==> src/hdl/prc_pkg.sv <==
// Shared types, codes and constants of the palette range cycler.
// The request/response payloads, the microcode word and the reset palette live here.
// No dependencies.
package prc_pkg;

   // Request operations
   localparam logic [1:0] OP_TICK  = 2'd0;
   localparam logic [1:0] OP_READ  = 2'd1;
   localparam logic [1:0] OP_WRITE = 2'd2;
   localparam logic [1:0] OP_NONE  = 2'd3;

   // Register indexes of the configuration port
   localparam logic [1:0] CSR_FIRST   = 2'd0;
   localparam logic [1:0] CSR_LAST    = 2'd1;
   localparam logic [1:0] CSR_REVERSE = 2'd2;
   localparam logic [1:0] CSR_PERIOD  = 2'd3;

   localparam logic [7:0] FIRST_RESET   = 8'd16;
   localparam logic [7:0] LAST_RESET    = 8'd25;
   localparam logic       REVERSE_RESET = 1'b0;
   localparam logic [7:0] PERIOD_RESET  = 8'd5;
   localparam logic [7:0] PERIOD_OFF    = 8'd255;

   typedef struct packed {
      logic [1:0]  op;
      logic [7:0]  entry_index;
      logic [23:0] colour_in;
      logic [7:0]  tag_in;
   } req_type;

   typedef struct packed {
      logic [23:0] colour_out;
      logic [7:0]  tag_out;
      logic        rotated;
   } rsp_type;

   // Microprogram step addresses. Tick, read, write and none are consecutive
   // so that dispatch adds the op code to the tick entry.
   typedef enum logic [3:0] {
      STEP_INIT,
      STEP_IDLE,
      STEP_TICK,
      STEP_READ,
      STEP_WRITE,
      STEP_NOP,
      STEP_RESP_ZERO,
      STEP_RESP_READ,
      STEP_ROT_READ0,
      STEP_ROT_READ1,
      STEP_ROT_LOOP,
      STEP_ROT_TAIL,
      STEP_RESP_ROT
   } step_type;

   typedef enum logic [1:0] {RD_NONE, RD_REQ, RD_ROT} rd_sel_type;
   typedef enum logic [2:0] {WR_NONE, WR_INIT, WR_REQ, WR_ROT_DATA, WR_ROT_HOLD} wr_sel_type;
   typedef enum logic [1:0] {PTR_HOLD, PTR_START, PTR_INC, PTR_STEP} ptr_op_type;
   typedef enum logic [1:0] {RSP_NONE, RSP_ZERO, RSP_READ, RSP_ROT} rsp_sel_type;
   typedef enum logic [2:0] {
      COND_ALWAYS,
      COND_WP_LAST,
      COND_ACCEPT,
      COND_ROT_GO,
      COND_RSP_FREE,
      COND_WP_END
   } cond_type;

   // Datapath controls of one microcode step
   typedef struct packed {
      rd_sel_type  rd_sel;
      wr_sel_type  wr_sel;
      ptr_op_type  wp_op;
      ptr_op_type  rp_op;
      logic        hold_load;
      logic        tick_eval;
      logic        req_ready;
      rsp_sel_type rsp_sel;
   } ctrl_type;

   typedef struct packed {
      ctrl_type ctrl;
      cond_type cond;
      logic     dispatch;
      step_type tgt_a;
      step_type tgt_b;
   } uword_type;

   // Datapath flags seen by the sequencer
   typedef struct packed {
      logic       accept;
      logic [1:0] op;
      logic       wp_last;
      logic       wp_end;
      logic       rot_go;
      logic       rsp_free;
   } status_type;

   localparam logic [23:0] DEFAULT_PALETTE [0:255] = '{
   24'h000000, 24'hAFAFAF, 24'hFFFFFF, 24'h3B67A2, 24'hAA907C, 24'h959595, 24'h7B7B7B, 24'hFFA997,
   24'h37A91D, 24'h7CA9FF, 24'hBF8112, 24'hEBBF66, 24'h78C178, 24'h3D9318, 24'hB33418, 24'hD9311C,
   24'h000000, 24'h00001C, 24'h000039, 24'h000055, 24'h000071, 24'h00018E, 24'h0001AA, 24'h0001C6,
   24'h0001E3, 24'h0001FF, 24'hCECECE, 24'h00FF00, 24'hB2FF00, 24'hFFE700, 24'hFF9600, 24'hFF1100,
   24'h491200, 24'h491355, 24'h4914AA, 24'h4916FF, 24'h5B1700, 24'h5B1855, 24'h5B19AA, 24'h5B1AFF,
   24'h6D1B00, 24'h6D1C55, 24'h00E300, 24'h85FF54, 24'hC4FF00, 24'hFFD900, 24'hFFA41F, 24'hE05400,
   24'hFF0000, 24'h922655, 24'h9227AA, 24'h9228FF, 24'hA42900, 24'hA42A55, 24'hA42BAA, 24'hA42CFF,
   24'hB62D00, 24'hB62F55, 24'hB630AA, 24'hB631FF, 24'hC93200, 24'hC93355, 24'hC934AA, 24'hC935FF,
   24'hDB3700, 24'hDB3855, 24'hDB39AA, 24'hDB3AFF, 24'hED3B00, 24'hED3C55, 24'hED3DAA, 24'hED3FFF,
   24'hFF4000, 24'hFF4155, 24'hFF42AA, 24'hFF43FF, 24'h004400, 24'h004555, 24'h0046AA, 24'h0048FF,
   24'hFFFF00, 24'h12FF55, 24'h12EE55, 24'h12B6FF, 24'h001FFF, 24'h9D0EC7, 24'hF10000, 24'hFF7700,
   24'h375200, 24'h375355, 24'h3754AA, 24'h3755FF, 24'h495600, 24'h495855, 24'h4959AA, 24'h495AFF,
   24'h5B5B00, 24'h5B5C55, 24'h5B5DAA, 24'h5B5EFF, 24'h6D6000, 24'h6D6155, 24'h6D62AA, 24'h6D63FF,
   24'h6D6400, 24'h806555, 24'h8066AA, 24'h8067FF, 24'h926900, 24'h926A55, 24'h926BAA, 24'h926CFF,
   24'hA46D00, 24'hA46E55, 24'hA46FAA, 24'hA471FF, 24'hB67200, 24'hB67355, 24'hB674AA, 24'hB675FF,
   24'hC97600, 24'hC97755, 24'hC979AA, 24'hC97AFF, 24'hDB7B00, 24'hDB7C55, 24'hDB7DAA, 24'hDB7EFF,
   24'hED7F00, 24'hED8055, 24'hED82AA, 24'hED83FF, 24'hFF8400, 24'hFF8555, 24'hFF86AA, 24'hFF87FF,
   24'h008800, 24'h008A55, 24'h008BAA, 24'h008CFF, 24'h128D00, 24'h128E55, 24'h128FAA, 24'h1290FF,
   24'h249200, 24'h249355, 24'h2494AA, 24'h2495FF, 24'h379600, 24'h379755, 24'h3798AA, 24'h3799FF,
   24'h499B00, 24'h499C55, 24'h499DAA, 24'h499EFF, 24'h5B9F00, 24'h5BA055, 24'h5BA1AA, 24'h5BA3FF,
   24'hA4B5D5, 24'hA0B0F8, 24'h94A3E6, 24'h7C89C1, 24'h6281C0, 24'h1C62A1, 24'h4254EA, 24'h62A1BD,
   24'h7093C0, 24'h4977A1, 24'h003FAA, 24'h1554FF, 24'h1C50B9, 24'h00B3FF, 24'h0088AA, 24'h00B5FF,
   24'h0E62FF, 24'h5EB7E3, 24'hBDC0B9, 24'h85B9FF, 24'h006CAF, 24'h1F81B9, 24'h3F5BAA, 24'hC9BEFF,
   24'h5BAFCB, 24'hDBC055, 24'hDBC1AA, 24'hBDC0C0, 24'hEDC400, 24'hEDC555, 24'hEDC6AA, 24'hEDC7FF,
   24'hFFC800, 24'hFFC955, 24'hFFCAAA, 24'hFFCCFF, 24'h00CD00, 24'h00CE55, 24'h00CFAA, 24'h00D0FF,
   24'h12D100, 24'h12D255, 24'h12D3AA, 24'h12D5FF, 24'h24D600, 24'h24D755, 24'h24D8AA, 24'h24D9FF,
   24'h100020, 24'h1B0029, 24'h250032, 24'h30003A, 24'h3B0043, 24'h45004C, 24'h500055, 24'h49E2FF,
   24'h5BE300, 24'h5BE555, 24'h5BE6AA, 24'h5BE7FF, 24'h6DE800, 24'h6DE955, 24'h6DEAAA, 24'h6DEBFF,
   24'h6DEC00, 24'h80EE55, 24'h80EFAA, 24'h80F0FF, 24'h93CEA2, 24'h92F255, 24'h92F3AA, 24'h92F4FF,
   24'hA4F600, 24'hA4F755, 24'hA4F8AA, 24'hA4F9FF, 24'hB6FA00, 24'hB6FB55, 24'hB6FCAA, 24'hB6FEFF,
   24'hC9FF00, 24'hC9FF55, 24'hC9FFAA, 24'hC9FFFF, 24'hDBFF00, 24'hDBFF55, 24'hDBFFAA, 24'hDBFFFF,
   24'hEDFF00, 24'hEDFF55, 24'hEDFFAA, 24'hEDFFFF, 24'hFFFF00, 24'hFFFF55, 24'hFFFFAA, 24'hFFFFFF
   };

   function automatic logic [23:0] default_colour(input logic [7:0] idx);
      return DEFAULT_PALETTE[idx];
   endfunction

endpackage

==> src/hdl/prc_sequencer.sv <==
// Microcode sequencer of the palette range cycler: step counter, control store
// and conditional jump logic. Depends on prc_pkg.
module prc_sequencer (
   input  logic                clock,
   input  logic                reset,
   input  prc_pkg::status_type status,
   output prc_pkg::ctrl_type   ctrl
);

   prc_pkg::step_type  step_ff;
   prc_pkg::step_type  step_in;
   prc_pkg::uword_type word;
   logic               cond_true;

   // Control store
   always_comb begin
      word                = '0;
      word.ctrl.rd_sel    = prc_pkg::RD_NONE;
      word.ctrl.wr_sel    = prc_pkg::WR_NONE;
      word.ctrl.wp_op     = prc_pkg::PTR_HOLD;
      word.ctrl.rp_op     = prc_pkg::PTR_HOLD;
      word.ctrl.rsp_sel   = prc_pkg::RSP_NONE;
      word.cond           = prc_pkg::COND_ALWAYS;
      word.tgt_a          = prc_pkg::STEP_IDLE;
      word.tgt_b          = prc_pkg::STEP_IDLE;
      case (step_ff)
         prc_pkg::STEP_INIT: begin
            word.ctrl.wr_sel = prc_pkg::WR_INIT;
            word.ctrl.wp_op  = prc_pkg::PTR_INC;
            word.cond        = prc_pkg::COND_WP_LAST;
            word.tgt_a       = prc_pkg::STEP_IDLE;
            word.tgt_b       = prc_pkg::STEP_INIT;
         end
         prc_pkg::STEP_IDLE: begin
            word.ctrl.req_ready = 1'b1;
            word.cond           = prc_pkg::COND_ACCEPT;
            word.dispatch       = 1'b1;
            word.tgt_a          = prc_pkg::STEP_TICK;
            word.tgt_b          = prc_pkg::STEP_IDLE;
         end
         prc_pkg::STEP_TICK: begin
            word.ctrl.tick_eval = 1'b1;
            word.ctrl.wp_op     = prc_pkg::PTR_START;
            word.ctrl.rp_op     = prc_pkg::PTR_START;
            word.cond           = prc_pkg::COND_ROT_GO;
            word.tgt_a          = prc_pkg::STEP_ROT_READ0;
            word.tgt_b          = prc_pkg::STEP_RESP_ZERO;
         end
         prc_pkg::STEP_READ: begin
            word.ctrl.rd_sel = prc_pkg::RD_REQ;
            word.tgt_a       = prc_pkg::STEP_RESP_READ;
         end
         prc_pkg::STEP_WRITE: begin
            word.ctrl.wr_sel = prc_pkg::WR_REQ;
            word.tgt_a       = prc_pkg::STEP_RESP_ZERO;
         end
         prc_pkg::STEP_NOP: begin
            word.tgt_a = prc_pkg::STEP_RESP_ZERO;
         end
         prc_pkg::STEP_RESP_ZERO: begin
            word.ctrl.rsp_sel = prc_pkg::RSP_ZERO;
            word.cond         = prc_pkg::COND_RSP_FREE;
            word.tgt_b        = prc_pkg::STEP_RESP_ZERO;
         end
         prc_pkg::STEP_RESP_READ: begin
            word.ctrl.rsp_sel = prc_pkg::RSP_READ;
            word.cond         = prc_pkg::COND_RSP_FREE;
            word.tgt_b        = prc_pkg::STEP_RESP_READ;
         end
         prc_pkg::STEP_ROT_READ0: begin
            word.ctrl.rd_sel = prc_pkg::RD_ROT;
            word.ctrl.rp_op  = prc_pkg::PTR_STEP;
            word.tgt_a       = prc_pkg::STEP_ROT_READ1;
         end
         prc_pkg::STEP_ROT_READ1: begin
            word.ctrl.rd_sel    = prc_pkg::RD_ROT;
            word.ctrl.rp_op     = prc_pkg::PTR_STEP;
            word.ctrl.hold_load = 1'b1;
            word.tgt_a          = prc_pkg::STEP_ROT_LOOP;
         end
         prc_pkg::STEP_ROT_LOOP: begin
            word.ctrl.rd_sel = prc_pkg::RD_ROT;
            word.ctrl.rp_op  = prc_pkg::PTR_STEP;
            word.ctrl.wr_sel = prc_pkg::WR_ROT_DATA;
            word.ctrl.wp_op  = prc_pkg::PTR_STEP;
            word.cond        = prc_pkg::COND_WP_END;
            word.tgt_a       = prc_pkg::STEP_ROT_TAIL;
            word.tgt_b       = prc_pkg::STEP_ROT_LOOP;
         end
         prc_pkg::STEP_ROT_TAIL: begin
            word.ctrl.wr_sel = prc_pkg::WR_ROT_HOLD;
            word.tgt_a       = prc_pkg::STEP_RESP_ROT;
         end
         prc_pkg::STEP_RESP_ROT: begin
            word.ctrl.rsp_sel = prc_pkg::RSP_ROT;
            word.cond         = prc_pkg::COND_RSP_FREE;
            word.tgt_b        = prc_pkg::STEP_RESP_ROT;
         end
         default: begin
            word.tgt_a = prc_pkg::STEP_IDLE;
         end
      endcase
   end

   always_comb begin
      case (word.cond)
         prc_pkg::COND_ALWAYS:   cond_true = 1'b1;
         prc_pkg::COND_WP_LAST:  cond_true = status.wp_last;
         prc_pkg::COND_ACCEPT:   cond_true = status.accept;
         prc_pkg::COND_ROT_GO:   cond_true = status.rot_go;
         prc_pkg::COND_RSP_FREE: cond_true = status.rsp_free;
         prc_pkg::COND_WP_END:   cond_true = status.wp_end;
         default:                cond_true = 1'b1;
      endcase
      if (!cond_true) begin
         step_in = word.tgt_b;
      end else if (word.dispatch) begin
         step_in = prc_pkg::step_type'(4'(word.tgt_a) + {2'b00, status.op});
      end else begin
         step_in = word.tgt_a;
      end
   end

   always_ff @(posedge clock) begin
      if (reset) begin
         step_ff <= prc_pkg::STEP_INIT;
      end else begin
         step_ff <= step_in;
      end
   end

   assign ctrl = word.ctrl;

endmodule

==> config.mk <==
export PLATFORM = sky130hd
export DESIGN_NAME = prc_sequencer
export DESIGN_NICKNAME = d
export VERILOG_FILES = /design/src/hdl/prc_pkg.sv /design/src/hdl/prc_sequencer.sv
export SDC_FILE = /design/constraint.sdc
export NUM_CORES = 1
export LEC_CHECK = 0
export BUFFER_PORTS_ARGS = -buffer_cell sky130_fd_sc_hd__buf_4
export CORE_AREA = 4 4 41 43
export DETAILED_ROUTE_END_ITERATION = 8
export DIE_AREA = 0 0 45 47
export GPL_TIMING_DRIVEN = 0
export PLACE_DENSITY_LB_ADDON = 0.1
export SETUP_SLACK_MARGIN = 0.15
export SKIP_LAST_GASP = 1
export SLEW_MARGIN = 20
export SYNTH_ARGS = -nofsm -noshare
export SYNTH_HDL_FRONTEND = slang
export SYNTH_SLANG_ARGS = --single-unit
==> constraint.sdc <==
create_clock -name clock -period 4 [get_ports clock]
set_clock_uncertainty 0.1 [all_clocks]
set_input_delay 0.2 -clock clock [delete_from_list [all_inputs] [get_ports clock]]
set_output_delay 0.2 -clock clock [all_outputs]
set_load 0.02 [all_outputs]
Word level (Yosys, flattened, before mapping)
Index checks and enable logic that the tools add are counted.
W data, S select, Z words.
{"block": "word_totals", "reg_bits": 4}
{"block": "classes", "n_addsub": 1, "n_eq_ne": 17, "n_mux": 14, "n_reduce_logical": 5}
{"op": "$pmux W4 S8", "n": 1}
{"op": "$eq A4 B4 Y1 const B", "n": 5}
{"op": "$pmux W4 S5", "n": 1}
{"op": "$eq A4 B3 Y1 const B", "n": 4}
{"op": "$pmux W3 S5", "n": 1}
{"op": "$pmux W2 S3", "n": 2}
{"op": "$pmux W3 S4", "n": 1}
{"op": "$eq A4 B2 Y1 const B", "n": 2}
{"op": "$mux W4", "n": 2}
{"op": "$pmux W2 S2", "n": 2}
{"op": "$eq A3 B2 Y1 const B", "n": 2}
{"op": "$eq A3 B3 Y1 const B", "n": 2}
{"op": "$reduce_or A3 Y1", "n": 2}
{"op": "$pmux W1 S5", "n": 1}
{"op": "$add A4 B2 Y4", "n": 1}
{"op": "$eq A4 B1 Y1 const B", "n": 1}
{"op": "$logic_not A4 Y1", "n": 1}
{"op": "$reduce_or A2 Y1", "n": 2}
{"op": "$eq A3 B1 Y1 const B", "n": 1}
{"op": "$mux W1", "n": 3}

Logic depth before layout (Yosys ltp)
{"block": "depth", "depth_word": 6, "ltp_mapped": 11, "depth_no_buf": 10}

Worst setup path after synthesis
No wires, ideal clock.
{"block": "synth_timing", "kind": "register -> register", "start": "reg step_ff[1]", "end": "reg step_ff[1]", "setup_time_ns": 0.059, "arrival_ns": 2.195, "slack_ns": 1.645, "path_stages_with_launch": 12, "n_path_buf": 1, "period_less_slack_ns": 2.355, "cell_sequence": "dfxtp_1 buf_6 or3b_1 a21oi_2 a21oi_1 ha_1 inv_1 fa_1 nand2b_1 a31oi_1 a221oi_1 mux2_1"}
{"block": "synth_via", "elab_chain_cells": 6, "word_cells_on_any_way": 29}
{"item": "start, declared", "line_no": "prc_sequencer.sv:10", "source": "prc_pkg::step_type step_ff;"}
{"item": "start signal, assigned", "line_no": "prc_sequencer.sv:126", "source": "step_ff <= prc_pkg::STEP_INIT;"}
{"item": "start signal, assigned", "line_no": "prc_sequencer.sv:128", "source": "step_ff <= step_in;"}
{"item": "$eq A4 B3 Y1 or $eq A4 B4 Y1 (tied branches)", "line_no": "prc_sequencer.sv:26", "source": "case (step_ff)"}
{"item": "$reduce_or A2 Y1 (no source line) or $reduce_or A3 Y1 (tied branches)"}
{"item": "$pmux W4 S8 or $pmux W3 S5 (tied branches)", "line_no": "prc_sequencer.sv:26"}
{"item": "$add A4 B2 Y4, or another cell as far along", "line_no": "prc_sequencer.sv:118", "source": "step_in = prc_pkg::step_type'(4'(word.tgt_a) + {2'b00, status.op});"}
{"item": "$mux W4 or $pmux W1 S5 (tied branches)", "line_no": "prc_sequencer.sv:117, prc_sequencer.sv:106"}
{"item": "$mux W4 *", "line_no": "prc_sequencer.sv:115", "source": "if (!cond_true) begin"}
Every way passes the cells marked *; elsewhere a longest branch is shown, timed or not.
A chain may end at the register's enable or synchronous reset.

Worst setup path in the final report
{"block": "layout_timing", "start": "reg step_ff[3]", "end": "reg step_ff[1]"}
Same word-level chain as after synthesis.

==> flow_metrics.tcl <==
set metrics [dict create \
    seq_power_share_pct 9.8 \
    final_cell_area_um2 833.3 \
    vias 701 \
    clkSinkCount 4 \
    setup_tns_ns 0 \
    vdd_ir_drop_max_mv 0.4137 \
    dieHeight_um 47 \
    synth_top_family_by_area "compound AO/OA/AOI/OAI gates" \
    initial_utilization_pct 48.17 \
    core-area_um2 1301 \
    largest_registers "step_ff (4)" \
    die_w_um 45 \
    clkLatencyLatePin_ns 0.24 \
    fillers 138 \
    p_comb_share_pct 82.5 \
    nNetsFinal 125 \
    final_layout_size_suffix_gt1_share_pct 32.14 \
    syn_area_um2 626.9 \
    n_antenna_cell 0 \
    power_switching_uw 339.7 \
    min_delay_path_depth 2 \
    ant_nets 0 \
    worst_ep_required_time_ns 4.01 \
    largest_reg_flops 4 \
    synthFlopType "dfxtp_1" \
    numCtsBuffers 3 \
    post-cts-setup-buffers 0 \
    min_path_type "in2reg" \
    fin_crit_sh_pct 66.58 \
    grt_pass1_vias 652 \
    post-route-drc-count 0 \
    fin_cells 127 \
    finalSetupViolations 0 \
    grt_pass1_wl_mm 3.042 \
    gp_congestion 0.9266 \
    placed_cell_area_um2 810.8 \
    clk_pin_slew_worst_paths_ns 0.04 \
    synth-edff-count 0 \
    slew_headroom_pct 69.18 \
    synthArstFlopShare_pct 0 \
    overflow 0 \
    track_usage_pct 19.53 \
    leakage_uw 0.0003718 \
    yosys.area_share.simple_pct 27.35 \
    synth_commonest_cells "a21oi_1 (8), inv_1 (7), nor2_1 (6), nand2b_1 (5), o21ai_0 (5)" \
    p_int_uw 330.9 \
    dp_cells 124 \
    dp_hpwl_mm 1.254 \
    cp-end-kind "register" \
    criticalPathCategory "reg2reg" \
    ioPinCount 23 \
    crit_arrival_ns 2.67 \
    yosysMostFrequentCell "a21oi_1" \
    worstRegToRegCells 11 \
    setup_ws_ns 1.337 \
    area_growth_pct 32.93 \
    synth_cell_type_count 40 \
    p_sw_share_pct 50.66 \
    cts_resized 0 \
    synth-compound-area-share_pct 30.54 \
    holdBufCountCts 0 \
    synth_top_area_share_pct 12.77 \
    synthCells 87 \
    hold_violations 0 \
    largest_register "step_ff" \
    synth_xor_xnor_area_share_pct 2.794 \
    yosys_warnings 0 \
    p_clk_share_pct 7.7 \
    rows 13 \
    status "completed" \
    wl_per_cell_um 13.19 \
    multi_input_comb_area_um2 470.5 \
    grt_max_degree 11 \
    synth_fa_ha_area_share_pct 5.190 \
    fmax_mhz 375.5 \
    io_buffers 22 \
    viasPerCell 5.520 \
    min_period_ns 2.663 \
    utilization_pct 64.04 \
    preCtsSetupSlack_ns 1.370 \
    cp_max_fo 10 \
    mappedNetlistNets 98 \
    drv_slew 0 \
    dr.first_iter.drc_count 7 \
    synth.area.top_cells "dfxtp_1 (13%), a21oi_1 (6.4%), nand2b_1 (5.0%)" \
    synth-seq-cells 4 \
    cp-start-kind "register" \
    htree_levels 1 \
    die_area_um2 2115 \
    cts_buffer_depth 2 \
    rsz0062_at_grt "no" \
    cts_tree "yes" \
    avgSynthCellArea_um2 7.205 \
    max_cap_viol_count 0 \
    firstDrtPassIters 4 \
    antenna_found_initial 0 \
    yosysTopAreaCell "dfxtp_1" \
    power_per_cell_area_nw_per_um2 804.7 \
    cts-root-buf "clkbuf_4" \
    seq_area_um2 80.08 \
    synth_mux_area_share_pct 9.182 \
    yosysSeqAreaShare_pct 12.77 \
    wirelength_mm 1.675 \
    tightest_slew_ns 0.4623 \
]
[cell families after synthesis]
kind of cell,after synthesis
fa+ha+maj,2
xor+xnor,2
buf+inv,16
compound gates,28
mux,5
simple gates,30
flops,4
[critical path, stage by stage, from the launching register on]
cell      delay (ns)
dfxtp_1         0.29
buf_2           0.19
buf_1           0.40
a21oi_2         0.07
a21oi_1         0.16
ha_1            0.16
inv_1           0.04
fa_1            0.48
nand2b_1        0.05
a31oi_1         0.17
a221oi_1        0.10
mux2_1          0.33
[cells in the final DEF (no fill, tap or decap), types with 2 or more instances in the layout]
cell type  Yosys  final
mux2i_1        2      2
a221oi_1       2      2
o21ai_0        5      5
nand2_1        3      3
a21oi_1        8      8
a211oi_1       3      3
buf_2          4      4
clkbuf_4       0      3
xnor2_1        2      2
nand2b_1       5      5
nor3b_1        4      4
dfxtp_1        4      4
buf_4          1     23
nor2b_1        2      2
nor3_1         4      4
inv_1          7      7
nor2_1         6      6
buf_1          2      2
[layout make-up]
class	count	area share, %
buffer	9	6.006
clock buffer	3	2.703
multi-input combinational	67	56.46
sequential	4	9.610
timing repair buffer	22	19.82
tap	15	2.252
inverter	7	3.153
[power groups by stage]
stage                     registers (uW)  clock network, uW  logic, uW
after floorplan                     63.2                  0        406
after global placement              65.8                  0        543
after detailed placement            66.5                  0        553
after CTS                           65.8               50.8        555
after global routing                68.0               56.5        623
final                               65.7               51.6        553
[stage by stage]
step	power [uW]	hold WS, ns
finish	670.6	0.07614
global route	747.5	0.09437
CTS	671.9	0.08043
detailed placement	619.4	0.3259
global placement	608.6	0.3226
floorplan	469.3	0.1721
[layer usage]
metal | up-vias | GRT usage (%) | share of wire, %
li1 | 359 | - | -
met1 | 309 | 27.33 | 44
met2 | 31 | 29.94 | 47
met3 | 2 | 3.448 | 8.1
met4 | 0 | 7.018 | 0.84
met5 | - | 0 | 0
[path summary, 6_finish.rpt]
kind	slack, ns	startpoint	to
max	1.34	step_ff[3]	step_ff[1]
max reg2reg	1.34	step_ff[3]	step_ff[1]
min	0.08	reset	step_ff[2]
min reg2reg	0.61	step_ff[0]	step_ff[2]
Power figures use the tool's default switching activity.
